## config.mk

```make
export PLATFORM = sky130hd
export DESIGN_NAME = dspc_job_queue
export DESIGN_NICKNAME = d
export VERILOG_FILES = /design/src/hdl/dspc_pkg.sv /design/src/hdl/dspc_job_queue.sv
export SDC_FILE = /design/constraint.sdc
export NUM_CORES = 1
export LEC_CHECK = 0
export BUFFER_PORTS_ARGS = -buffer_cell sky130_fd_sc_hd__buf_2
export CELL_PAD_IN_SITES_DETAIL_PLACEMENT = 0
export CELL_PAD_IN_SITES_GLOBAL_PLACEMENT = 2
export CORE_UTILIZATION = 35
export DETAILED_ROUTE_END_ITERATION = 12
export PLACE_DENSITY = 0.78
export RECOVER_POWER = 25
export SLEW_MARGIN = 20
export SYNTH_ARGS = -nofsm -noshare
export SYNTH_HDL_FRONTEND = slang
export SYNTH_SLANG_ARGS = --single-unit
```

## constraint.sdc

```tcl
create_clock -name clk -period 10.5 [get_ports clk]
set_input_delay 1.575 -clock clk [delete_from_list [all_inputs] [get_ports clk]]
set_output_delay 1.575 -clock clk [all_outputs]
set_load 0.1 [all_outputs]
```

## src/hdl/dspc_pkg.sv

```systemverilog
// ----------------------------------------------------------------------------
// dspc_pkg
// Shared types and constants of the drivetrain sensor plausibility check.
// ----------------------------------------------------------------------------
package dspc_pkg;

  // field widths
  localparam int SPD_W      = 24;
  localparam int TIME_W     = 32;
  localparam int TRQ_W      = 24;
  localparam int PWR_W      = 32;
  localparam int VLT_W      = 24;
  localparam int CUR_W      = 24;
  localparam int THR_W      = 16;
  localparam int ACC_LIM_W  = 24;
  localparam int ST_W       = 2;

  // configuration port
  localparam int CFG_INDEX_W = 2;
  localparam int CFG_DATA_W  = 24;

  // derived widths
  localparam int SPD_MAG_W = SPD_W;       // magnitude of a signed speed
  localparam int DSPD_W    = SPD_W + 1;   // magnitude of a speed difference
  localparam int DT_W      = TIME_W - 1;  // positive part of a signed time step
  localparam int PWR_MAG_W = PWR_W;

  // rule limits
  localparam logic [SPD_MAG_W-1:0] SPEED_IDLE_LIM = SPD_MAG_W'(100);
  localparam logic [PWR_MAG_W-1:0] MECH_MIN_PWR   = PWR_MAG_W'(1000);
  localparam logic [PWR_MAG_W-1:0] BRAKE_MIN_PWR  = PWR_MAG_W'(100);

  // pi/300 in Q48, split in two halves for the partial products
  localparam int              K_W        = 42;
  localparam int              K_SPLIT    = 21;
  localparam logic [K_W-1:0]  PI_300_Q48 = 42'd2947599063345;

  // job queue between front and back
  localparam int JQ_DEPTH = 2;
  localparam int JQ_PTR_W = (JQ_DEPTH > 1) ? $clog2(JQ_DEPTH) : 1;
  localparam int JQ_CNT_W = $clog2(JQ_DEPTH + 1);

  // rule status codes
  localparam logic [ST_W-1:0] ST_PASS = 2'd0;
  localparam logic [ST_W-1:0] ST_SKIP = 2'd1;
  localparam logic [ST_W-1:0] ST_FAIL = 2'd2;

  typedef enum logic [CFG_INDEX_W-1:0] {
    REG_SPEED_THR = 2'd0,
    REG_ACCEL_LIM = 2'd1,
    REG_MECH_THR  = 2'd2,
    REG_BRAKE_THR = 2'd3
  } cfg_reg_e;

  typedef struct packed {
    logic [THR_W-1:0]     speed_thr;
    logic [ACC_LIM_W-1:0] accel_lim;
    logic [THR_W-1:0]     mech_thr;
    logic [THR_W-1:0]     brake_thr;
  } cfg_t;

  typedef struct packed {
    logic                     torque_sensor_online;
    logic                     encoder_online;
    logic                     brake_online;
    logic signed [SPD_W-1:0]  sensor_speed;
    logic signed [SPD_W-1:0]  encoder_speed;
    logic [TIME_W-1:0]        sample_time_ms;
    logic signed [TRQ_W-1:0]  shaft_torque;
    logic signed [PWR_W-1:0]  shaft_power;
    logic signed [PWR_W-1:0]  brake_power;
    logic signed [VLT_W-1:0]  brake_voltage;
    logic signed [CUR_W-1:0]  brake_current;
  } in_item_t;

  // classified item handed from front to back
  typedef struct packed {
    logic                     speed_skip;
    logic                     accel_skip;
    logic                     mech_skip;
    logic                     brake_skip;
    logic [SPD_MAG_W-1:0]     spd_max;
    logic [SPD_MAG_W-1:0]     spd_diff;
    logic [DSPD_W-1:0]        acc_diff;
    logic [DT_W-1:0]          dt;
    logic [TRQ_W-1:0]         torque_mag;
    logic [SPD_MAG_W-1:0]     sens_mag;
    logic                     mech_neg;
    logic signed [PWR_W-1:0]  shaft_power;
    logic [PWR_MAG_W-1:0]     shaft_pm;
    logic signed [PWR_W-1:0]  brake_power;
    logic [PWR_MAG_W-1:0]     brake_pm;
    logic signed [VLT_W-1:0]  brake_voltage;
    logic signed [CUR_W-1:0]  brake_current;
  } job_t;

endpackage

```

## src/hdl/dspc_job_queue.sv

```systemverilog
// ----------------------------------------------------------------------------
// dspc_job_queue
// Short queue of classified items between the front and the back.
// ----------------------------------------------------------------------------
module dspc_job_queue import dspc_pkg::*; (
  input  logic clk,
  input  logic rst,
  input  logic push,
  input  job_t push_job,
  output logic full,
  input  logic pop,
  output job_t pop_job,
  output logic empty
);

  job_t                mem [JQ_DEPTH];
  logic [JQ_PTR_W-1:0] wr_ptr;
  logic [JQ_PTR_W-1:0] rd_ptr;
  logic [JQ_CNT_W-1:0] count;
  logic                do_push;
  logic                do_pop;

  function automatic logic [JQ_PTR_W-1:0] ptr_inc(input logic [JQ_PTR_W-1:0] p);
    ptr_inc = (p == JQ_PTR_W'(JQ_DEPTH - 1)) ? '0 : p + 1'b1;
  endfunction

  assign full    = (count == JQ_CNT_W'(JQ_DEPTH));
  assign empty   = (count == '0);
  assign do_push = push && !full;
  assign do_pop  = pop && !empty;
  assign pop_job = mem[rd_ptr];

  always_ff @(posedge clk) begin
    if (do_push) begin
      mem[wr_ptr] <= push_job;
    end
  end

  always_ff @(posedge clk) begin
    if (rst) begin
      wr_ptr <= '0;
      rd_ptr <= '0;
      count  <= '0;
    end else begin
      if (do_push) begin
        wr_ptr <= ptr_inc(wr_ptr);
      end
      if (do_pop) begin
        rd_ptr <= ptr_inc(rd_ptr);
      end
      if (do_push && !do_pop) begin
        count <= count + 1'b1;
      end else if (do_pop && !do_push) begin
        count <= count - 1'b1;
      end
    end
  end

`ifndef SYNTHESIS
  a_count_bound: assert property (@(posedge clk) disable iff (rst)
    count <= JQ_CNT_W'(JQ_DEPTH))
    else $error("job queue count beyond depth");

  a_push_fills: assert property (@(posedge clk) disable iff (rst)
    (push && !full && !pop) |=> !empty)
    else $error("job queue empty after a push");

  a_pop_drains: assert property (@(posedge clk) disable iff (rst)
    (pop && !push && count == JQ_CNT_W'(1)) |=> empty)
    else $error("job queue not empty after its last item left");
`endif

endmodule

```

==> metrics.yaml, run 1 <==
status: "finished clean"
crit_buf_inv: 3
worst-setup-path-type: "flip-flop to output port"
grt_pass1_wl_um: 81300
antenna_found_initial: 16
cts_made_buffers: 71
fillCellCount: 6117
die_w_um: 266
vias_per_cell: 4.54
vias: 12600
ant_nets: 0
start_kind: "flip-flop"
rows: 96
max-cap-violations: 0
crit_slowest_cell: "dfxtp_4"
wl_per_cell_um: 20.4
synth_top_area_frac: 0.822
netlist_instances: 1061
initial_core_util: 0.354
yosysTopAreaCell: "edfxtp_1"
grt_max_degree: 171
syn_area_um2: 24300
grt.total_usage: 0.154
grt_setup_unrepaired: "false"
dp_hpwl_um: 38800
clk_latency_ns: 0.59
finalSetupViolCount: 0
wl_met3_um: 5180
crit_top_cell: "buf_4"
wirelength_um: 56700
setup_ws_ns: 5.23
synth_area_leaders: "edfxtp_1 (82%), mux2_2 (15%), buf_6 (1.4%)"
dr.pass1.iters: 4
arrival_ns: 3.70
hp-class: "flip-flop to flip-flop"
die_y_um: 266
endpoint_kind: "output port"
yosysSeqAreaShare: 0.826
slew_viol_final: 0
cts-resized-gates: 0
drtIter0Drc: 636
io_pins: 672
post_cts_buffers: 0
io_buffer_count: 671
max-clock-path-buffers: 3
cts_tree: "yes"
drc: 0
highest_layer: "met5"
cts-htree-levels: 3
max_slew.worst_pin.slew_ns: 1.21
period_share: 0.502
clkTransAtPathRegs_ns: 0.06
yosysWarnings: 0
final_core_util: 0.449
max_stage_delay_ns: 0.89
ys_types: 14
overflow: 0
place_congestion: 0.825
routedLengthMet1_um: 20000
synth.avg_cell_area_um2: 22.9
max_slew_margin: 0.196
final-hold-violation-count: 0
fmax_mhz: 190
crit_family: "buffers and inverters"
critPathRequiredTime_ns: 8.93
synthesis.nets: 1399
final.setup.tns_ns: 0
fin_skew_ns: 0.0180
grt_pass1_vias: 13400
preCtsSetupSlack_ns: 5.84
hold_buffers: 0
ys_seq_elements: 671
crit_chain: "buf_4, buf_4, mux2_2, buf_2"
fin_crit_ns: 5.27
final_nets: 2113
clock_sinks: 671
drive_gt1_frac: 0.563
dieArea_um2: 70600
area_growth_pct: 26.6
cts_root_buffer: "clkbuf_16"
wl_met2_um: 29700
core_um2: 68700
cp_max_fo: 66
==> through the flow <==
| step | area, um2 | hold WS (ns) | cells |
|---|---|---|---|
| final | 30800 | 0.494 | 2773 |
| after global routing | 30800 | 0.545 | 2768 |
| after CTS | 30900 | 0.493 | 2762 |
| after detailed placement | 28600 | 0.485 | 2633 |
| after global placement | 28600 | 0.471 | 2633 |
| after floorplan | 24300 | 0.452 | 1061 |
==> final timing paths <==
kind              from      endpoint  depth (start not counted)  slack, ns
min reg2reg     wr_ptr        wr_ptr                          2       0.49
max          flip-flop  pop_job[255]                          4       5.23
max reg2reg   count[0]   mem[0][190]                          4       7.51
min             wr_ptr        wr_ptr                          2       0.49
==> Yosys cell counts <==
master / count
and2_1: 1
o21ai_0: 3
or3_1: 2
buf_6: 31
ha_1: 1
dfxtp_1: 5
nor2b_1: 1
inv_1: 2
mux2_2: 333
nor2_1: 5
a21oi_1: 2
buf_2: 6
edfxtp_1: 666
xor2_1: 3
==> worst reg2reg max path: stages, from the launching register on <==
cell and delay [ns]:
dfxtp_1 0.41, nor2b_1 0.11, or3_1 0.42, inv_8 0.57
buf_4 1.05
==> cell families after synthesis <==
group,share of synthesized area
AOI/OAI and AO/OA,0.00103
xor gates and xnor gates,0.00108
adders and majority gates,0.000514
buffers and inverters,0.0159
DFF,0.826
muxes,0.154
and+or+nand+nor,0.00180
==> metal layers <==
| layer | GRT usage | up-vias |
|---|---|---|
| li1 | - | 5705 |
| met1 | 0.161 | 6290 |
| met2 | 0.275 | 470 |
| met3 | 0.0603 | 122 |
| met4 | 0.0669 | 16 |
| met5 | 0 | - |
==> layout by cell type, fill, tap and decap left out, types with 2 or more instances in the layout <==
cell type	instances
or3_1	2
clkinv_8	4
edfxtp_1	666
clkbuf_16	73
clkinv_2	6
dfxtp_1	4
clkbuf_1	96
nor2_1	5
bufinv_16	6
buf_2	592
buf_4	3
clkinv_4	2
o21ai_0	3
mux2_2	333
inv_6	2
xor2_1	3
diode_2	11
buf_12	4
clkinv_1	17
a21oi_1	2
==> flip-flops by register name, summed over array words and instances (netlist names), named ones only <==
register,cells
count,2
wr_ptr,1
rd_ptr,1
mem,666
==> area by class of cell <==
class / count / area (um2) / share of cell area
Tap cell: 931 / 1160 / 0.0378
Clock inverter: 39 / 402 / 0.0130
Antenna cell: 11 / 27.5 / 0.000893
Sequential cell: 671 / 20100 / 0.652
Timing Repair Buffer: 678 / 3360 / 0.109
Inverter: 2 / 15.0 / 0.000487
Multi-Input combinational cell: 351 / 3860 / 0.125
Clock buffer: 90 / 1890 / 0.0613
Power of run 1 is not shown: default switching activity piles up to over one toggle a cycle in this logic, so the estimate is an artifact.
==> inputs of run 2 (changes only) <==
- clock period: 10.5 -> 4.7 ns (I/O delays scaled with it)
==> run 2 against run 1 <==
Effect of this change: worst setup slack got worse by 3.9 ns; hold slack got worse by 0.20 ns; register-to-register slack got worse by 5.1 ns; global-route usage increased by 0.12 points; sequential share of layout area decreased by 0.33 points; critical path depth decreased by 1; clock-buffer cell count decreased by 1; first-iteration DRC count increased by 7.9%; non-clock buffer count increased by 21; wire length decreased by 0.14%; die area unchanged.
==> metrics.yaml, run 2 (synthesis gave the netlist of run 1 again) <==
status: "finished clean"
vias_per_cell: 4.55  # +0.11%
worst-setup-path-type: "flip-flop to output port"
initial_core_util: 0.354  # unchanged
dp_hpwl_um: 40100  # +3.1%
place_congestion: 0.787  # -4.7%
cts-htree-levels: 3  # unchanged
max-clock-path-buffers: 3  # unchanged
min_from: "push_job[220]"
vias: 12700  # +0.69%
io_pins: 672  # unchanged
clk_latency_ns: 0.59  # about the same
post_cts_buffers: 0  # unchanged
area_growth_pct: 27.3
max-cap-violations: 0  # unchanged
rows: 96  # unchanged
fillCellCount: 6067  # -0.82%
hp-class: "input port to flip-flop"
grt_setup_unrepaired: "false"
fin_crit_ns: 3.40
critPathRequiredTime_ns: 3.99  # -4.94 ns
ant_nets: 0  # unchanged
place_area_um2: 28900  # +0.94%
max_slew.worst_pin.slew_ns: 0.856  # -0.351 ns
final-hold-violation-count: 0  # unchanged
grt_pass1_vias: 13500  # +1.0%
die_w_um: 266  # unchanged
drtIter0Drc: 686  # +7.9%
io_buffer_count: 671  # unchanged
overflow: 0  # unchanged
layout_common_cells: "edfxtp_1 (666), buf_2 (594), mux2_2 (333)"
antenna_found_initial: 24  # +8
reg2reg_depth: 5  # +1
min_to: "mem[1][220]"
clock_sinks: 671  # unchanged
dr.pass1.iters: 6  # +2
drive_gt1_frac: 0.570  # +0.00750
cts_made_buffers: 72  # +1.4%
grt_max_degree: 109  # -36%
start_kind: "flip-flop"
max_slew_margin: 0.430  # +0.234
largest_reg_flops: 666  # unchanged
slew_viol_final: 0  # unchanged
reg2reg_slack_ns: 2.40  # -5.11 ns
r2r-end: "mem[0][254]"
layout_commonest_cell: "edfxtp_1"
wirelength_um: 56600  # -0.14%
fin_skew_ns: 0.0237  # +0.00571 ns
die_y_um: 266  # unchanged
dieArea_um2: 70600  # unchanged
drc: 0  # unchanged
endpoint_kind: "output port"
core_um2: 68700  # unchanged
cts_tree: "yes"
fmax_mhz: 294
top_register: "mem"
wl_per_cell_um: 20.3  # -0.71%
top_regs: "mem (666), count (2)"
clkTransAtPathRegs_ns: 0.06  # about the same
cp_max_fo: 60  # -9.1%
period_share: 0.723
grt_pass1_wl_um: 81800  # +0.58%
design_area_um2: 31000  # +0.53%
hold_buffers: 0  # unchanged
final.setup.tns_ns: 0  # unchanged
grt.total_usage: 0.156  # +0.00124
finalSetupViolCount: 0  # unchanged
arrival_ns: 2.69  # -1.01 ns
cts_root_buffer: "clkbuf_16"
timing.rr.start: "count[1]"
final_nets: 2135  # +1.0%
min_path_cells: 1  # -1
cts-resized-gates: 0  # unchanged
run 2: area by class of cell:
class / instances / area, um2 / share of cell area
Sequential cell: 671 / 20100 / 0.649
Clock inverter: 37 / 280 / 0.00904
Tap cell: 931 / 1160 / 0.0376
Antenna cell: 9 / 22.5 / 0.000727
Inverter: 2 / 11.3 / 0.000363
Multi-Input combinational cell: 351 / 3870 / 0.125
Timing Repair Buffer: 699 / 3620 / 0.117
Clock buffer: 89 / 1910 / 0.0616
run 2: through the flow:
step	std cells	util	hold slack (ns)	worst slack, ns
after floorplan	1061	-	0.461	-1.82
after global placement	2654	0.420	0.479	1.86
after detailed placement	2654	0.420	0.496	1.87
after CTS	2780	0.452	0.234	1.21
after global routing	2787	0.451	0.245	1.14
final	2789	0.451	0.289	1.30
run 2: worst max-delay path by stage:
stage	from	endpoint	slack (ns)
6_report	flip-flop	pop_job[127]	1.30
2_1_floorplan	count[1]	mem[0][0]	-1.82
3_5_place_dp	flip-flop	pop_job[304]	1.87
5_1_grt	flip-flop	pop_job[301]	1.14
3_3_place_gp	flip-flop	pop_job[127]	1.86
4_1_cts	flip-flop	pop_job[304]	1.21
run 2: worst max-delay path, stage by stage, from the launching register on:
cell and delay [ns]:
dfxtp_4 0.90, buf_12 0.37, mux2_2 0.41, buf_2 0.30
run 2: metal layers:
metal | GRT usage | wire length [um] | part of all wire
met1 | 0.164 | 19900 | 0.35
met2 | 0.273 | 29300 | 0.52
met3 | 0.0634 | 5370 | 0.095
met4 | 0.0671 | 1960 | 0.035
met5 | 0 | 141 | 0.0025
Power of run 2 is left out for the same reason.
==> inputs of run 3 (changes only) <==
- ABC_AREA: default -> 1
- clock period: 4.7 -> 2.9 ns (I/O delays scaled with it)
==> run 3 against run 2 <==
Effect of this change: via count increased by 8.7%; non-clock buffer count is 274 higher; sequential share of layout area shrank 5.3 points; worst setup slack got worse by 1.1 ns; hold slack got worse by 0.24 ns; utilization increased by 4.0 points; global-route usage grew 0.40 points; synthesized area grew 0.11%; clock skew fell by 0.0049 ns.
==> metrics.yaml, run 3 <==
core_um2: 68700  # unchanged
wirelength_um: 58300  # +3.0%
yosysTopAreaCell: "edfxtp_1"
whs_ns: 0.0535  # -0.236 ns
endpoint_kind: "output port"
max_slew_margin: 0.571  # +0.142
ir_drop_mv: 0.943
yosysSeqAreaShare: 0.825  # -0.000933
synth-edff-count: 666  # unchanged
io_buffer_count: 671  # unchanged
final_nets: 2421  # +13%
min_from: "push_job[165]"
cts-resized-gates: 0  # unchanged
reg2reg_depth: 5  # unchanged
async_reset_ff_frac: 0  # unchanged
synth_common_cells: "edfxtp_1 (666), mux2_2 (333), buf_6 (31)"
synth_area_leaders: "edfxtp_1 (82%), mux2_2 (15%), buf_6 (1.4%)"
io_pins: 672  # unchanged
dieArea_um2: 70700  # +0.11%
dp_cells: 2674  # +0.75%
netlist_instances: 1073  # +1.1%
fin_skew_ns: 0.0188  # -0.00488 ns
rows: 96  # unchanged
grt_setup_unrepaired: "false"
status: "finished clean"
finalSetupViolCount: 0  # unchanged
hp-class: "input port to flip-flop"
top_register: "mem"
largest_reg_flops: 666  # unchanged
leakagePower_nw: 12.3
cts_root_buffer: "clkbuf_16"
synth.most_common_cell: "edfxtp_1"
drc: 0  # unchanged
ant_nets: 0  # unchanged
hold_buffers: 266  # +266
vias: 13800  # +8.7%
preCtsSetupSlack_ns: 0.720  # -1.15 ns
die_w_um: 266  # about the same
slew_viol_final: 0  # unchanged
ys_seq_elements: 671  # unchanged
yosysWarnings: 0  # unchanged
max-clock-path-buffers: 3  # unchanged
area_growth_pct: 38.4
clkTransAtPathRegs_ns: 0.06  # about the same
cts-htree-levels: 3  # unchanged
synth_ff_type: "edfxtp_1"
layout_common_cells: "edfxtp_1 (666), buf_2 (534), mux2_2 (333)"
synth.avg_cell_area_um2: 22.7  # -1.0%
stdcell_count: 3067  # +10%
synthesis.nets: 1411  # +0.86%
grt.total_usage: 0.160  # +0.00402
r2r-end: "mem[1][78]"
period_share: 0.946
post_cts_buffers: 0  # unchanged
fmax_mhz: 364
start_kind: "flip-flop"
initial_core_util: 0.355  # +0.000401
drive_gt1_frac: 0.471  # -0.0993
fin_crit_ns: 2.74
top_regs: "mem (666), count (2)"
arrival_ns: 2.31  # -0.38 ns
final-hold-violation-count: 0  # unchanged
powerDensity_nw_per_um2: 1090
clk_latency_ns: 0.59  # about the same
timing.rr.start: "count[1]"
max-cap-violations: 0  # unchanged
setup_ws_ns: 0.156  # -1.15 ns
place_congestion: 0.832  # +5.8%
die_y_um: 266  # about the same
dr.pass1.iters: 5  # -1
max_slew.worst_pin.slew_ns: 0.647  # -0.208 ns
dp_hpwl_um: 40200  # +0.37%
cp_max_fo: 37  # -38%
drtIter0Drc: 700  # +2.0%
overflow: 0  # unchanged
reg2reg_slack_ns: 1.06  # -1.34 ns
synth_top_area_frac: 0.821  # -0.000928
min_path_cells: 1  # unchanged
grt_max_degree: 81  # -26%
cts_tree: "yes"
wl_per_cell_um: 19.0  # -6.4%
clock_sinks: 671  # unchanged
grt_pass1_vias: 15000  # +11%
syn_area_um2: 24400  # +0.11%
critPathRequiredTime_ns: 2.47  # -1.52 ns
antenna_found_initial: 8  # -67%
cts_made_buffers: 72  # unchanged
layout_commonest_cell: "edfxtp_1"
grt_pass1_wl_um: 85300  # +4.2%
worst-setup-path-type: "flip-flop to output port"
ys_types: 14  # unchanged
vias_per_cell: 4.50  # -1.2%
min_to: "mem[1][165]"
final_core_util: 0.491  # +0.0400
-- run 3: cell types whose count changed after synthesis, sizes merged, moves of 2 or more --
cell and delta:
inv +7, nand2 +4, nor2 +4, o21ai +2, or3 -2, xor2 -3
-- run 3: kinds of logic after synthesis --
| logic type | Yosys count | synth area share |
|---|---|---|
| AND/OR/NAND/NOR | 16 | 0.00272 |
| flip-flops | 671 | 0.825 |
| multiplexers | 333 | 0.154 |
| buffers and inverters | 46 | 0.0169 |
| adder cells (fa/ha/maj) | 1 | 0.000513 |
| AO/OA/AOI/OAI | 6 | 0.00123 |
-- run 3: power by group --
part           switching (W)  internal (W)
Clock                0.00356       0.00518
Combinational         0.0126       0.00286
Sequential          0.000300        0.0123
-- run 3: worst max-delay path, stage by stage, from the launching register on --
cell	delay (ns)
dfxtp_4	0.49
buf_12	0.24
buf_12	0.26
mux2_2	0.39
buf_2	0.30
-- run 3: final cells by class --
cell class / count / area, um2
Timing Repair Buffer: 973 / 6310
Tap cell: 931 / 1160
Fill cell: 5894 / 35000
Sequential cell: 671 / 20100
Antenna cell: 3 / 7.51
Inverter: 9 / 33.8
Clock buffer: 88 / 1860
Clock inverter: 36 / 368
Multi-Input combinational cell: 356 / 3880
-- run 3: routing by layer --
metal | part of all wire | vias up | global-route usage
li1 | - | 6316 | -
met1 | 0.37 | 6769 | 0.176
met2 | 0.50 | 553 | 0.274
met3 | 0.086 | 145 | 0.0534
met4 | 0.041 | 8 | 0.0797
met5 | 0.00077 | - | 0
-- run 3: worst max path at each step --
stage / cells past startpoint / slack (ns) / to
finish: 4 / 0.16 / pop_job[275]
global route: 4 / 0.05 / pop_job[275]
CTS: 4 / 0.07 / pop_job[315]
detailed placement: 4 / 0.72 / pop_job[315]
global placement: 4 / 0.75 / pop_job[315]
floorplan: 2 / -2.96 / mem[0][0]
-- run 3: per-stage QoR --
stage               cell area [um2]  setup TNS [ns]  total power (W)
detailed placement            29000               0           0.0280
global route                  33700               0           0.0379
floorplan                     24400        -1964.21           0.0257
CTS                           33900               0           0.0371
global placement              29000               0           0.0279
finish                        33700               0           0.0367
Note: power is estimated with default switching activity, not from simulation.
