==> config.mk <==
export PLATFORM = sky130hd
export DESIGN_NAME = dspc_front
export DESIGN_NICKNAME = d
export VERILOG_FILES = /design/src/hdl/dspc_pkg.sv /design/src/hdl/dspc_front.sv
export SDC_FILE = /design/constraint.sdc
export NUM_CORES = 1
export LEC_CHECK = 0
export BUFFER_PORTS_ARGS = -buffer_cell sky130_fd_sc_hd__buf_2
export CORE_AREA = 3 3 213 215
export CTS_CLUSTER_DIAMETER = 60
export DETAILED_ROUTE_END_ITERATION = 12
export DIE_AREA = 0 0 216 218
export GPL_ROUTABILITY_DRIVEN = 0
export SLEW_MARGIN = 40
export SYNTH_ARGS = -nofsm -noshare
export SYNTH_HDL_FRONTEND = slang
export SYNTH_SLANG_ARGS = --single-unit
export TNS_END_PERCENT = 1
==> constraint.sdc <==
create_clock -name clk -period 8.73 [get_ports clk]
set_input_delay 1.746 -clock clk [delete_from_list [all_inputs] [get_ports clk]]
set_output_delay 1.746 -clock clk [all_outputs]
set_load 0.005 [all_outputs]
==> src/hdl/dspc_pkg.sv <==
// ----------------------------------------------------------------------------
// dspc_pkg
// Shared types and constants of the drivetrain sensor plausibility check.
// ----------------------------------------------------------------------------
package dspc_pkg;

  // field widths
  localparam int SPD_W      = 24;
  localparam int TIME_W     = 32;
  localparam int TRQ_W      = 24;
  localparam int PWR_W      = 32;
  localparam int VLT_W      = 24;
  localparam int CUR_W      = 24;
  localparam int THR_W      = 16;
  localparam int ACC_LIM_W  = 24;
  localparam int ST_W       = 2;

  // configuration port
  localparam int CFG_INDEX_W = 2;
  localparam int CFG_DATA_W  = 24;

  // derived widths
  localparam int SPD_MAG_W = SPD_W;       // magnitude of a signed speed
  localparam int DSPD_W    = SPD_W + 1;   // magnitude of a speed difference
  localparam int DT_W      = TIME_W - 1;  // positive part of a signed time step
  localparam int PWR_MAG_W = PWR_W;

  // rule limits
  localparam logic [SPD_MAG_W-1:0] SPEED_IDLE_LIM = SPD_MAG_W'(100);
  localparam logic [PWR_MAG_W-1:0] MECH_MIN_PWR   = PWR_MAG_W'(1000);
  localparam logic [PWR_MAG_W-1:0] BRAKE_MIN_PWR  = PWR_MAG_W'(100);

  // pi/300 in Q48, split in two halves for the partial products
  localparam int              K_W        = 42;
  localparam int              K_SPLIT    = 21;
  localparam logic [K_W-1:0]  PI_300_Q48 = 42'd2947599063345;

  // job queue between front and back
  localparam int JQ_DEPTH = 2;
  localparam int JQ_PTR_W = (JQ_DEPTH > 1) ? $clog2(JQ_DEPTH) : 1;
  localparam int JQ_CNT_W = $clog2(JQ_DEPTH + 1);

  // rule status codes
  localparam logic [ST_W-1:0] ST_PASS = 2'd0;
  localparam logic [ST_W-1:0] ST_SKIP = 2'd1;
  localparam logic [ST_W-1:0] ST_FAIL = 2'd2;

  typedef enum logic [CFG_INDEX_W-1:0] {
    REG_SPEED_THR = 2'd0,
    REG_ACCEL_LIM = 2'd1,
    REG_MECH_THR  = 2'd2,
    REG_BRAKE_THR = 2'd3
  } cfg_reg_e;

  typedef struct packed {
    logic [THR_W-1:0]     speed_thr;
    logic [ACC_LIM_W-1:0] accel_lim;
    logic [THR_W-1:0]     mech_thr;
    logic [THR_W-1:0]     brake_thr;
  } cfg_t;

  typedef struct packed {
    logic                     torque_sensor_online;
    logic                     encoder_online;
    logic                     brake_online;
    logic signed [SPD_W-1:0]  sensor_speed;
    logic signed [SPD_W-1:0]  encoder_speed;
    logic [TIME_W-1:0]        sample_time_ms;
    logic signed [TRQ_W-1:0]  shaft_torque;
    logic signed [PWR_W-1:0]  shaft_power;
    logic signed [PWR_W-1:0]  brake_power;
    logic signed [VLT_W-1:0]  brake_voltage;
    logic signed [CUR_W-1:0]  brake_current;
  } in_item_t;

  // classified item handed from front to back
  typedef struct packed {
    logic                     speed_skip;
    logic                     accel_skip;
    logic                     mech_skip;
    logic                     brake_skip;
    logic [SPD_MAG_W-1:0]     spd_max;
    logic [SPD_MAG_W-1:0]     spd_diff;
    logic [DSPD_W-1:0]        acc_diff;
    logic [DT_W-1:0]          dt;
    logic [TRQ_W-1:0]         torque_mag;
    logic [SPD_MAG_W-1:0]     sens_mag;
    logic                     mech_neg;
    logic signed [PWR_W-1:0]  shaft_power;
    logic [PWR_MAG_W-1:0]     shaft_pm;
    logic signed [PWR_W-1:0]  brake_power;
    logic [PWR_MAG_W-1:0]     brake_pm;
    logic signed [VLT_W-1:0]  brake_voltage;
    logic signed [CUR_W-1:0]  brake_current;
  } job_t;

endpackage

==> src/hdl/dspc_front.sv <==
// ----------------------------------------------------------------------------
// dspc_front
// Classifies each accepted snapshot: magnitudes, skip decisions, time step
// against the stored previous snapshot. Holds the snapshot history.
// ----------------------------------------------------------------------------
module dspc_front import dspc_pkg::*; (
  input  logic     clk,
  input  logic     rst,
  input  logic     take,
  input  in_item_t item,
  output job_t     job
);

  logic                    prev_valid;
  logic signed [SPD_W-1:0] prev_speed;
  logic [TIME_W-1:0]       prev_time;

  logic [SPD_MAG_W-1:0]    sens_mag;
  logic [SPD_MAG_W-1:0]    enc_mag;
  logic signed [DSPD_W-1:0] spd_delta;
  logic [TIME_W-1:0]       raw_dt;

  function automatic logic [SPD_MAG_W-1:0] mag_spd(input logic signed [SPD_W-1:0] v);
    mag_spd = v[SPD_W-1] ? SPD_MAG_W'(-v) : SPD_MAG_W'(v);
  endfunction

  function automatic logic [PWR_MAG_W-1:0] mag_pwr(input logic signed [PWR_W-1:0] v);
    mag_pwr = v[PWR_W-1] ? PWR_MAG_W'(-v) : PWR_MAG_W'(v);
  endfunction

  always_comb begin
    sens_mag  = mag_spd(item.sensor_speed);
    enc_mag   = mag_spd(item.encoder_speed);
    spd_delta = DSPD_W'(item.encoder_speed) - DSPD_W'(prev_speed);
    raw_dt    = item.sample_time_ms - prev_time;

    job.speed_skip = !item.torque_sensor_online || !item.encoder_online ||
                     (sens_mag < SPEED_IDLE_LIM && enc_mag < SPEED_IDLE_LIM);
    job.spd_max    = (sens_mag > enc_mag) ? sens_mag : enc_mag;
    job.spd_diff   = (sens_mag > enc_mag) ? sens_mag - enc_mag : enc_mag - sens_mag;

    // time step is signed; zero or negative means no usable history
    job.accel_skip = !item.encoder_online || !prev_valid ||
                     raw_dt[TIME_W-1] || (raw_dt == '0);
    job.acc_diff   = spd_delta[DSPD_W-1] ? DSPD_W'(-spd_delta) : DSPD_W'(spd_delta);
    job.dt         = raw_dt[DT_W-1:0];

    job.torque_mag  = mag_spd(item.shaft_torque);
    job.sens_mag    = sens_mag;
    job.mech_neg    = item.shaft_torque[TRQ_W-1] ^ item.sensor_speed[SPD_W-1];
    job.shaft_power = item.shaft_power;
    job.shaft_pm    = mag_pwr(item.shaft_power);
    job.mech_skip   = !item.torque_sensor_online || (job.shaft_pm < MECH_MIN_PWR);

    job.brake_power   = item.brake_power;
    job.brake_pm      = mag_pwr(item.brake_power);
    job.brake_voltage = item.brake_voltage;
    job.brake_current = item.brake_current;
    job.brake_skip    = !item.brake_online || (job.brake_pm < BRAKE_MIN_PWR);
  end

  // every accepted snapshot becomes the previous one, online or not
  always_ff @(posedge clk) begin
    if (rst) begin
      prev_valid <= 1'b0;
      prev_speed <= '0;
      prev_time  <= '0;
    end else if (take) begin
      prev_valid <= item.encoder_online;
      prev_speed <= item.encoder_speed;
      prev_time  <= item.sample_time_ms;
    end
  end

endmodule

==> metrics.md, run 1 <==
| Metric | Value |
|---|---|
| Status | finished, final reports clean |
| Slew HR | 41.9% |
| Synth Area per Inst | 7.13 um^2 |
| Placed Instances | 2612 |
| WP data required | 6.98 ns |
| Core footprint | 43900 um^2 |
| Seq/Total Area, Yosys | 9.58% |
| Critical Path Source Type | primary input |
| Fillers | 4771 |
| Wirelength, routed | 53.5 mm |
| Hold Vio Cnt, Final | 0 |
| Setup CP Type | primary input to output port |
| Static leakage | 6.79 nW |
| Post-synth ARST share | 0% |
| Unrepaired setup endpoints after global routing | no |
| Die area | 47100 um^2 |
| Dpl hpwl | 45.7 mm |
| DRT antenna net count | 0 |
| Io pins | 555 |
| TNS Setup | 0 ns |
| Clock share of power | 18.8% |
| Die Width | 216 um |
| Syn Std Cell Area | 11900 um^2 |
| Synth area leader | xnor2_1 |
| Post-Route Skew | 0 ns |
| Clock latency at the later pin of the worst-skew pair | 0.34 ns |
| Share of layout cells above drive strength 1 | 28.3% |
| Switching share of power | 45.9% |
| Total GRT Usage | 21.3% |
| Max Freq | 0.120 GHz |
| Vias in the first global route | 13100 |
| Endpoints failing setup | 0 |
| Post-route minimum period | 8.31 ns |
| Synthesized flop and latch total | 57 |
| CTS Sinks | 57 |
| CTS max path bufs | 2 |
| CP max stage delay | 0.61 ns |
| R2r startpoint | prev_time[1] |
| Vias/cell | 5.23 |
| CP startpoint | item[175] |
| Largest net degree at the start of global routing | 58 |
| Num rows | 77 |
| Final Max Tran Viols | 0 |
| Arr. time, crit path | 6.57 ns |
| PD cells | 138 nW/um^2 |
| Crit path buffers/inverters | 4 |
| Initial drt markers | 856 |
| Switching pwr | 0.935 mW |
| Post-synth EDFFs | 0 |
| Most Crowded Layer GR | met2 |
| Initial Utilization | 27.1% |
| Met1 Track Usage GR | 24.6% |
| Flop pwr share | 14.0% |
| Drc violations | 0 |
| CP top delay family | simple AND/OR/NAND/NOR gates |
| Hold_ws | 0.492 ns |
| Commonest cells in the netlist | nor2_1, inv_1, xnor2_1 |
| Clock Tree Root | clkbuf_16 |
| Comb pwr share | 67.2% |
| Met3 Use GR | 7.16% |
| Worst slew pin tran | 0.865 ns |
| Setup ws final | 0.417 ns |
| H-tree depth | 3 |
| Initial antenna violation count | 14 |
| Vias | 13800 |
| Synth area leaders | xnor2_1, ha_1, dfxtp_1, buf_4, mux2i_1 |
| Internal | 1.10 mW |
| Dpl ws | 0.152 ns |
| First-pass GRT wire length | 78.3 mm |
| Crit-path cells | buf_2 > or4_4 > or4b_1 > or4_1 > o41ai_2 > xor2_1 > inv_1 > ha_1 > inv_1 > nor2_2 > nand2_1 > nor4_2 > nand3b_1 > o22ai_4 > a2111o_1 > a31oi_1 > xnor2_1 > buf_2 |
| Worst path slowest cell | or4b_1 |
| CTS tree | done |
| Met2 usage | 37.4% |
| Final std cells w/o fill | 2635 |
| Most used DFF post-synth | dfxtp_1 |
| GR Overflow Total | 0 |
| CTS clock-pin slew for the worst setup and hold paths | 0.06 ns |
| Inserted Clock Buffers | 9 |
| P&R area growth vs syn | 23.4% |
| DRT Pass-1 Iters | 5 |
| Final nets | 2351 |
| Max-cap violations | 0 |
| Max IR drop VDD | 0.0964 mV |
| Final cycle utilization of the critical path | 95.2% |
| Most frequent cell after synthesis | nor2_1 |
| Yosys warnings | 0 |
| Worst min-delay path category | register to register |
| Top cell type's share of synthesized area | 10.7% |
| Post-synth cell types | 80 |
| Crit end category | output port |
| Port Buf Inserts | 458 |
| WL per Instance | 20.3 um |
| Cell count after synthesis | 1670 |
| Hold Buf Count CTS | 0 |
| Net Count, Synth | 1989 |
| Beginning of the worst hold path | prev_speed[3] |
| Worst-path fanout max | 7 |
| Vert. Die Dim | 218 um |
==> layer usage <==
layer  part of all wire, %  wire length, um
met1                    39            20900
met2                    48            25500
met3                   9.6             5160
met4                   3.5             1850
met5                  0.21              111
==> power groups by stage <==
stage	combinational [mW]	sequential (mW)	clock, mW
3_5_place_dp	1.36	0.289	0
6_report	1.37	0.284	0.383
2_1_floorplan	0.800	0.287	0
4_1_cts	1.37	0.284	0.397
3_3_place_gp	1.35	0.289	0
5_1_grt	1.50	0.286	0.404
==> metrics by stage <==
step | power (mW) | utilization, % | cell area [um^2]
2_1_floorplan | 1.09 | - | 11900
3_3_place_gp | 1.64 | 32.6 | 14300
3_5_place_dp | 1.65 | 32.6 | 14300
4_1_cts | 2.05 | 33.3 | 14600
5_1_grt | 2.19 | 33.4 | 14700
6_report | 2.04 | 33.5 | 14700
==> layout make-up <==
cell class | count | area, um^2 | share of cell area, %
clock inverters | 7 | 85.1 | 0.579
flip-flops and latches | 57 | 1140 | 7.76
diodes | 6 | 15.0 | 0.102
inverters | 149 | 559 | 3.80
repair buffers | 524 | 2800 | 19.1
well taps | 592 | 741 | 5.04
clock buffers | 9 | 225 | 1.53
multi-input cells | 1291 | 9130 | 62.1
==> registers in the layout, indices dropped and copies added, names as in the netlist <==
signal / count
prev_valid: 1
prev_time: 32
prev_speed: 24
==> repair_timing <==
| item | CTS | global route |
|---|---|---|
| setup buffers | 0 | 1 |
| endpoints found under the hold margin | 0 | 0 |
| endpoints found under the setup margin | 0 | 39 |
| gates resized for setup | 0 | 4 |
==> cells in the final DEF, fill, tap and decap left out, types with 15 or more instances in the layout <==
cell	netlist	final
ha_1	93	93
o21ai_0	88	88
nand2b_1	23	23
buf_2	5	458
nand2_1	86	86
xor2_1	54	54
dfxtp_1	57	57
inv_1	148	148
or4_1	22	21
o31ai_1	36	36
a21oi_1	102	102
a21o_1	36	36
nor2_1	169	168
mux2i_1	68	68
nand3_1	18	18
nor3_1	33	33
xnor2_1	146	145
o41ai_1	20	19
nor2b_1	15	15
or3_1	28	28
nor4_1	21	20
buf_4	120	64
==> worst reg2reg max path, cell delays in order (launching register included) <==
cell	delay (ns)
dfxtp_1	0.34
mux2i_1	0.15
nor2_1	0.06
==> cell families after synthesis <==
family | count (synthesis) | synth area share (%)
AND/OR/NAND/NOR | 493 | 20.8
AO/OA/AOI/OAI | 428 | 24.1
adder cells (fa/ha/maj) | 98 | 10.5
buffers and inverters | 322 | 14.1
XOR/XNOR | 201 | 14.8
flip-flops | 57 | 9.58
multiplexers | 71 | 6.00
==> path summary, 6_finish.rpt <==
path	slack, ns	end	cells past startpoint
setup / recovery	0.42	job[304]	18
hold / removal	0.49	prev_speed[3]	2
setup reg to reg	8.05	prev_time[1]	2
hold reg to reg	0.49	prev_speed[3]	2
(Power assumes the default switching activity.)
==> run 2, diff against run 1 <==
--- a/config.mk
+++ b/config.mk
@@ -8,9 +8,11 @@
 export BUFFER_PORTS_ARGS = -buffer_cell sky130_fd_sc_hd__buf_2
 export CORE_AREA = 3 3 213 215
 export CTS_CLUSTER_DIAMETER = 60
+export CTS_CLUSTER_SIZE = 8
 export DETAILED_ROUTE_END_ITERATION = 12
 export DIE_AREA = 0 0 216 218
 export GPL_ROUTABILITY_DRIVEN = 0
+export RECOVER_POWER = 50
 export SLEW_MARGIN = 40
 export SYNTH_ARGS = -nofsm -noshare
 export SYNTH_HDL_FRONTEND = slang
==> metrics.md, run 2 (same netlist as run 1, synthesis figures left out) <==
| Metric | Value |
|---|---|
| Fillers | 4823 (was 4771) |
| Initial Utilization | 27.1% (unchanged) |
| Num rows | 77 (unchanged) |
| Vias in the first global route | 13100 (unchanged) |
| Die area | 47100 um^2 (unchanged) |
| Io pins | 555 (unchanged) |
| Flop pwr share | 14.0% (about the same) |
| Total GRT Usage | 21.3% (unchanged) |
| CTS Sinks | 57 (unchanged) |
| Clock share of power | 18.9% (was 18.8%) |
| Final nets | 2351 (unchanged) |
| GR Overflow Total | 0 (unchanged) |
| Max-cap violations | 1 (was 0) |
| Vias/cell | 5.20 (was 5.23) |
| Slew HR | -187% (was 41.9%) |
| Crit-path cells | buf_2 > or4_4 > or4b_1 > or4_1 > o41ai_2 > xor2_1 > inv_1 > ha_1 > inv_1 > nor2_2 > nand2_1 > nor4_2 > nand3b_1 > o22ai_4 > buf_4 > buf_12 > a311oi_1 > a31oi_1 > xor2_1 > buf_2 (was buf_2 > or4_4 > or4b_1 > or4_1 > o41ai_2 > xor2_1 > inv_1 > ha_1 > inv_1 > nor2_2 > nand2_1 > nor4_2 > nand3b_1 > o22ai_4 > a2111o_1 > a31oi_1 > xnor2_1 > buf_2) |
| Crit end category | output port (unchanged) |
| Unrepaired setup endpoints after global routing | no (unchanged) |
| TNS Setup | 0 ns (unchanged) |
| Switching share of power | 46.0% (was 45.9%) |
| Placed Instances | 2612 (unchanged) |
| Placed cell area | 14300 um^2 (unchanged) |
| Port Buf Inserts | 458 (unchanged) |
| Core footprint | 43900 um^2 (unchanged) |
| Hold Vio Cnt, Final | 0 (unchanged) |
| H-tree depth | 3 (unchanged) |
| Worst min-delay path category | register to register (unchanged) |
| Worst-path fanout max | 30 (was 7) |
| Worst slew pin tran | 4.30 ns (was 0.865 ns) |
| Largest registers | prev_time x32, prev_speed x24, prev_valid x1 (unchanged) |
| Register area | 1140 um^2 (unchanged) |
| Largest net degree at the start of global routing | 58 (unchanged) |
| WP data required | 6.98 ns (about the same) |
| Critical Path Source Type | primary input (unchanged) |
| Final cycle utilization of the critical path | 95.4% (was 95.2%) |
| Endpoints failing setup | 0 (unchanged) |
| CTS tree | done (unchanged) |
| Post-route minimum period | 8.33 ns (was 8.31 ns) |
| Most frequent cells in the layout | buf_2, nor2_1, inv_1, xnor2_1, a21oi_1 (unchanged) |
| Most common library cell in the layout ignoring fill and taps | buf_2 (unchanged) |
| Internal | 1.10 mW (about the same) |
| Max Freq | 0.120 GHz (about the same) |
| Static leakage | 6.54 nW (was 6.79 nW) |
| Clock Tree Root | clkbuf_16 (unchanged) |
| Die Width | 216 um (unchanged) |
| Design Area, Final | 14600 um^2 (was 14700 um^2) |
| Vias | 13700 (was 13800) |
| Drc violations | 0 (unchanged) |
| Share of layout cells above drive strength 1 | 24.0% (was 28.3%) |
| Switching pwr | 0.935 mW (about the same) |
| Final Max Tran Viols | 58 (was 0) |
| Initial drt markers | 883 (was 856) |
| Final std cells w/o fill | 2636 (was 2635) |
| PD cells | 139 nW/um^2 (was 138 nW/um^2) |
| Clock latency at the later pin of the worst-skew pair | 0.34 ns (about the same) |
| CTS max path bufs | 2 (unchanged) |
| Status | finished with violations (was finished, final reports clean) |
| Comb pwr share | 67.2% (about the same) |
| Dpl hpwl | 45.7 mm (unchanged) |
| Multi-input logic area | 9130 um^2 (unchanged) |
| DRT Pass-1 Iters | 7 (was 5) |
| P&R area growth vs syn | 22.4% (was 23.4%) |
| Failing checks | capacitance limit, slew limit |
| Worst path slowest cell | or4b_1 (unchanged) |
| CP max stage delay | 0.61 ns (about the same) |
| Max IR drop VDD | 0.0964 mV (about the same) |
| Post-Route Skew | 0 ns (unchanged) |
| Tot Pwr | 2.03 mW (was 2.04 mW) |
| WL per Instance | 20.3 um (about the same) |
| Vert. Die Dim | 218 um (unchanged) |
| DRT antenna net count | 0 (unchanged) |
| Top reg by flops | prev_time (unchanged) |
| Initial antenna violation count | 14 (unchanged) |
| Setup CP Type | primary input to output port (unchanged) |
| Inserted Clock Buffers | 9 (unchanged) |
| Max reg flops | 32 (unchanged) |
| Wirelength, routed | 53.5 mm (about the same) |
| Arr. time, crit path | 6.59 ns (was 6.57 ns) |
| First-pass GRT wire length | 78.3 mm (unchanged) |
| CTS clock-pin slew for the worst setup and hold paths | 0.05 ns (was 0.06 ns) |
-- run 2: cell count changes in the layout (fill, tap and decap cells not counted) --
cell      change
buf_2        -86
buf_4         -1
buf_6         -1
clkbuf_1     +88
diode_2       +1
-- run 2: area by class of cell --
class	instances	share of cell area [%]
clock inverters	7	0.583
multi-input cells	1291	62.6
well taps	592	5.08
repair buffers	524	18.4
flip-flops and latches	57	7.82
diodes	7	0.120
inverters	149	3.84
clock buffers	9	1.54
-- run 2: worst paths after layout --
| path | slack, ns | startpoint | depth (start not counted) | to |
|---|---|---|---|---|
| setup / recovery | 0.40 | item[175] | 20 | job[295] |
| hold / removal | 0.49 | prev_time[12] | 2 | prev_time[12] |
| setup reg to reg | 7.97 | prev_time[1] | 2 | prev_time[1] |
| hold reg to reg | 0.49 | prev_time[12] | 2 | prev_time[12] |
-- run 2: through the flow --
stage | hold slack [ns] | utilization [%] | worst slack (ns)
after global placement | 0.466 | 32.6 | 0.165
after detailed placement | 0.482 | 32.6 | 0.152
after floorplan | 0.452 | - | 1.11
final | 0.492 | 33.2 | 0.398
after CTS | 0.497 | 33.3 | 0.111
after global routing | 0.517 | 33.2 | 0.0102
-- run 2: critical path: cells and delay by family --
kind,cells,cell delay (ns)
AND/OR/NAND/NOR,7,2.37
AO/OA/AOI/OAI,4,0.70
buffers and inverters,6,0.87
XOR/XNOR,2,0.48
adder cells (fa/ha/maj),1,0.40
-- run 2: routing by layer --
layer  vias up  global-route usage, %  share of wire (%)
li1       6543                      -                  -
met1      6507                   24.6                 39
met2       564                   37.4                 48
met3        84                   7.16                9.3
met4        16                   6.59                3.4
met5         -                      0               0.19
-- run 2: power groups by stage --
stage | Sequential (mW) | Clock [mW] | Combinational [mW]
floorplan | 0.287 | 0 | 0.800
global placement | 0.289 | 0 | 1.35
detailed placement | 0.289 | 0 | 1.36
CTS | 0.284 | 0.397 | 1.37
global route | 0.286 | 0.404 | 1.50
finish | 0.284 | 0.383 | 1.37
-- run 2: repair_timing --
item / in CTS / in global routing
gates resized for setup: 0 / 4
hold buffers: 0 / 0
setup buffers: 0 / 1
endpoints found under the hold margin: 0 / 0
setup endpoints to repair: 0 / 39
==> run 3, diff against run 2 <==
--- a/config.mk
+++ b/config.mk
@@ -7,12 +7,14 @@
 export LEC_CHECK = 0
 export BUFFER_PORTS_ARGS = -buffer_cell sky130_fd_sc_hd__buf_2
 export CORE_AREA = 3 3 213 215
+export CTS_BUF_LIST = sky130_fd_sc_hd__clkbuf_4
 export CTS_CLUSTER_DIAMETER = 60
 export CTS_CLUSTER_SIZE = 8
 export DETAILED_ROUTE_END_ITERATION = 12
 export DIE_AREA = 0 0 216 218
 export GPL_ROUTABILITY_DRIVEN = 0
 export RECOVER_POWER = 50
+export REMOVE_ABC_BUFFERS = 1
 export SLEW_MARGIN = 40
 export SYNTH_ARGS = -nofsm -noshare
 export SYNTH_HDL_FRONTEND = slang
==> constraint.sdc (replaced) <==
create_clock -name clk -period 7 [get_ports clk]
set_input_delay 1.4 -clock clk [delete_from_list [all_inputs] [get_ports clk]]
set_output_delay 1.4 -clock clk [all_outputs]
set_load 0.005 [all_outputs]
==> metrics.md, run 3 (same netlist as run 1, synthesis figures left out) <==
| Metric | Value |
|---|---|
| Inserted Clock Buffers | 9 (unchanged) |
| Num rows | 77 (unchanged) |
| Final Max Tran Viols | 58 (unchanged) |
| Final nets | 2470 (was 2351) |
| Endpoints failing setup | 22 (was 0) |
| P&R area growth vs syn | 31.8% (was 22.4%) |
| Design Area, Final | 15700 um^2 (was 14600 um^2) |
| Vias/cell | 5.11 (was 5.20) |
| Most frequent cells in the layout | buf_2, buf_4, nor2_1, inv_1, xnor2_1 (was buf_2, nor2_1, inv_1, xnor2_1, a21oi_1) |
| Crit-path cells | buf_2 > or4_1 > buf_4 > buf_4 > nor3_2 > buf_4 > nand3_1 > nor3_1 > nor2_1 > xnor2_1 > buf_4 > inv_1 > ha_1 > a21o_1 > a221oi_1 > buf_4 > o22ai_4 > buf_6 > mux2_2 > a31oi_4 > xnor2_2 > buf_2 (was buf_2 > or4_4 > or4b_1 > or4_1 > o41ai_2 > xor2_1 > inv_1 > ha_1 > inv_1 > nor2_2 > nand2_1 > nor4_2 > nand3b_1 > o22ai_4 > buf_4 > buf_12 > a311oi_1 > a31oi_1 > xor2_1 > buf_2) |
| CP max stage delay | 0.57 ns (was 0.61 ns) |
| Initial antenna violation count | 7 (was 14) |
| Status | finished with violations (unchanged) |
| Placed cell area | 15200 um^2 (was 14300 um^2) |
| Core footprint | 43900 um^2 (unchanged) |
| Vert. Die Dim | 218 um (unchanged) |
| Die area | 47100 um^2 (unchanged) |
| Setup CP Type | primary input to output port (unchanged) |
| Arr. time, crit path | 5.78 ns (was 6.59 ns) |
| WP data required | 5.60 ns (was 6.98 ns) |
| Hold Buf Count CTS | 0 (unchanged) |
| Most common library cell in the layout ignoring fill and taps | buf_2 (unchanged) |
| Max IR drop VDD | 0.0902 mV (was 0.0964 mV) |
| Port Buf Inserts | 458 (unchanged) |
| Crit path buffers/inverters | 9 (was 6) |
| DRT antenna net count | 0 (unchanged) |
| Vias in the first global route | 13300 (was 13100) |
| Total GRT Usage | 20.1% (was 21.3%) |
| Initial Utilization | 27.1% (unchanged) |
| Max Freq | 0.139 GHz |
| CTS max path bufs | 2 (unchanged) |
| Vias | 14100 (was 13700) |
| CP top delay family | buffers and inverters (was simple AND/OR/NAND/NOR gates) |
| Initial drt markers | 1081 (was 883) |
| Flop2flop setup slack | 6.22 ns (was 7.97 ns) |
| First-pass GRT wire length | 76.0 mm (was 78.3 mm) |
| Max reg flops | 32 (unchanged) |
| Final std cells w/o fill | 2753 (was 2636) |
| Post-route minimum period | 7.18 ns |
| Crit end category | output port (unchanged) |
| Final cycle utilization of the critical path | 103% |
| Failing checks | capacitance limit, slew limit, setup timing (was capacitance limit, slew limit) |
| Static leakage | 7.16 nW (was 6.54 nW) |
| Slew HR | -188% (was -187%) |
| Worst min-delay path category | register to register (unchanged) |
| Dpl hpwl | 42.7 mm (was 45.7 mm) |
| Fillers | 4689 (was 4823) |
| Worst-path fanout max | 7 (was 30) |
| H-tree depth | 3 (unchanged) |
| Io pins | 555 (unchanged) |
| DRT Pass-1 Iters | 6 (was 7) |
| Clock Tree Root | clkbuf_4 (was clkbuf_16) |
| Placed Instances | 2725 (was 2612) |
| Critical path's most frequent cell | buf_4 |
| Setup ws final | -0.176 ns (was 0.398 ns) |
| CTS tree | done (unchanged) |
| GR Overflow Total | 0 (unchanged) |
| Largest net degree at the start of global routing | 58 (unchanged) |
| WL per Instance | 18.5 um (was 20.3 um) |
| Wirelength, routed | 51.0 mm (was 53.5 mm) |
| Unrepaired setup endpoints after global routing | yes (was no) |
| Largest registers | prev_time x32, prev_speed x24, prev_valid x1 (unchanged) |
| CTS clock-pin slew for the worst setup and hold paths | 0.10 ns (was 0.05 ns) |
| Worst slew pin tran | 4.33 ns (was 4.30 ns) |
| Clock latency at the later pin of the worst-skew pair | 0.46 ns (was 0.34 ns) |
| CTS Sinks | 57 (unchanged) |
| Critical Path Source Type | primary input (unchanged) |
| Hold Vio Cnt, Final | 0 (unchanged) |
| Top reg by flops | prev_time (unchanged) |
| Drc violations | 0 (unchanged) |
| PD cells | 157 nW/um^2 (was 139 nW/um^2) |
| Share of layout cells above drive strength 1 | 31.5% (was 24.0%) |
| Post-Route Skew | 0 ns (unchanged) |
| Max-cap violations | 1 (unchanged) |
| Die Width | 216 um (unchanged) |
| Worst path slowest cell | or4_1 (was or4b_1) |
run 3: cell type report:
cell class	instances	area (um^2)	share of cell area (%)
clock buffer	12	90.1	0.573
antenna	5	12.5	0.0796
timing repair buffer	643	3670	23.4
tap	592	741	4.72
multi-input combinational	1291	9450	60.1
inverter	149	562	3.58
sequential	57	1140	7.26
clock inverter	4	43.8	0.279
run 3: per-stage QoR:
| step | total power [mW] | util (%) | hold WS, ns | worst slack (ns) | setup TNS, ns |
|---|---|---|---|---|---|
| after global routing | 2.68 | 35.8 | 0.538 | -0.324 | -5.83 |
| final | 2.47 | 35.8 | 0.501 | -0.176 | -1.82 |
| after detailed placement | 2.10 | 34.6 | 0.483 | -0.327 | -4.79 |
| after global placement | 2.08 | 34.6 | 0.470 | -0.262 | -2.63 |
| after floorplan | 1.27 | - | 0.452 | -1.42 | -49.68 |
| after CTS | 2.41 | 35.2 | 0.509 | -0.0775 | -0.800 |
run 3: layer usage:
| metal | share of wire [%] | global-route usage (%) | wire length, um | vias up |
|---|---|---|---|---|
| li1 | - | - | - | 6775 |
| met1 | 43 | 26.5 | 22100 | 6623 |
| met2 | 44 | 31.0 | 22200 | 575 |
| met3 | 11 | 8.00 | 5720 | 79 |
| met4 | 1.8 | 4.05 | 903 | 8 |
| met5 | 0.22 | 1.67 | 114 | - |
run 3: worst register-to-register path, stage by stage, from the launching register on:
cell     delay (ns)
dfxtp_1        0.40
mux2i_1        0.09
nor2_1         0.22
run 3: power by group:
group / leakage (nW) / total (mW) / internal (mW) / switching (mW)
sequential: 0.471 / 0.353 / 0.344 / 0.00984
combinational: 6.61 / 1.86 / 0.857 / 1.00
clock: 0.0788 / 0.257 / 0.119 / 0.138
total: 7.16 / 2.47 / 1.32 / 1.15
run 3: repair_timing:
action,CTS,global route
setup buffers,2,4
resized for setup,20,64
setup endpoints to repair,41,50
pin swaps,2,19
gates cloned,1,1
run 3: path summary, 6_finish.rpt:
| check | endpoint | depth (start not counted) | startpoint |
|---|---|---|---|
| max | job[304] | 22 | item[198] |
| min reg2reg | prev_speed[22] | 2 | prev_speed[22] |
| max reg2reg | prev_speed[1] | 2 | prev_speed[1] |
| min | prev_speed[22] | 2 | prev_speed[22] |
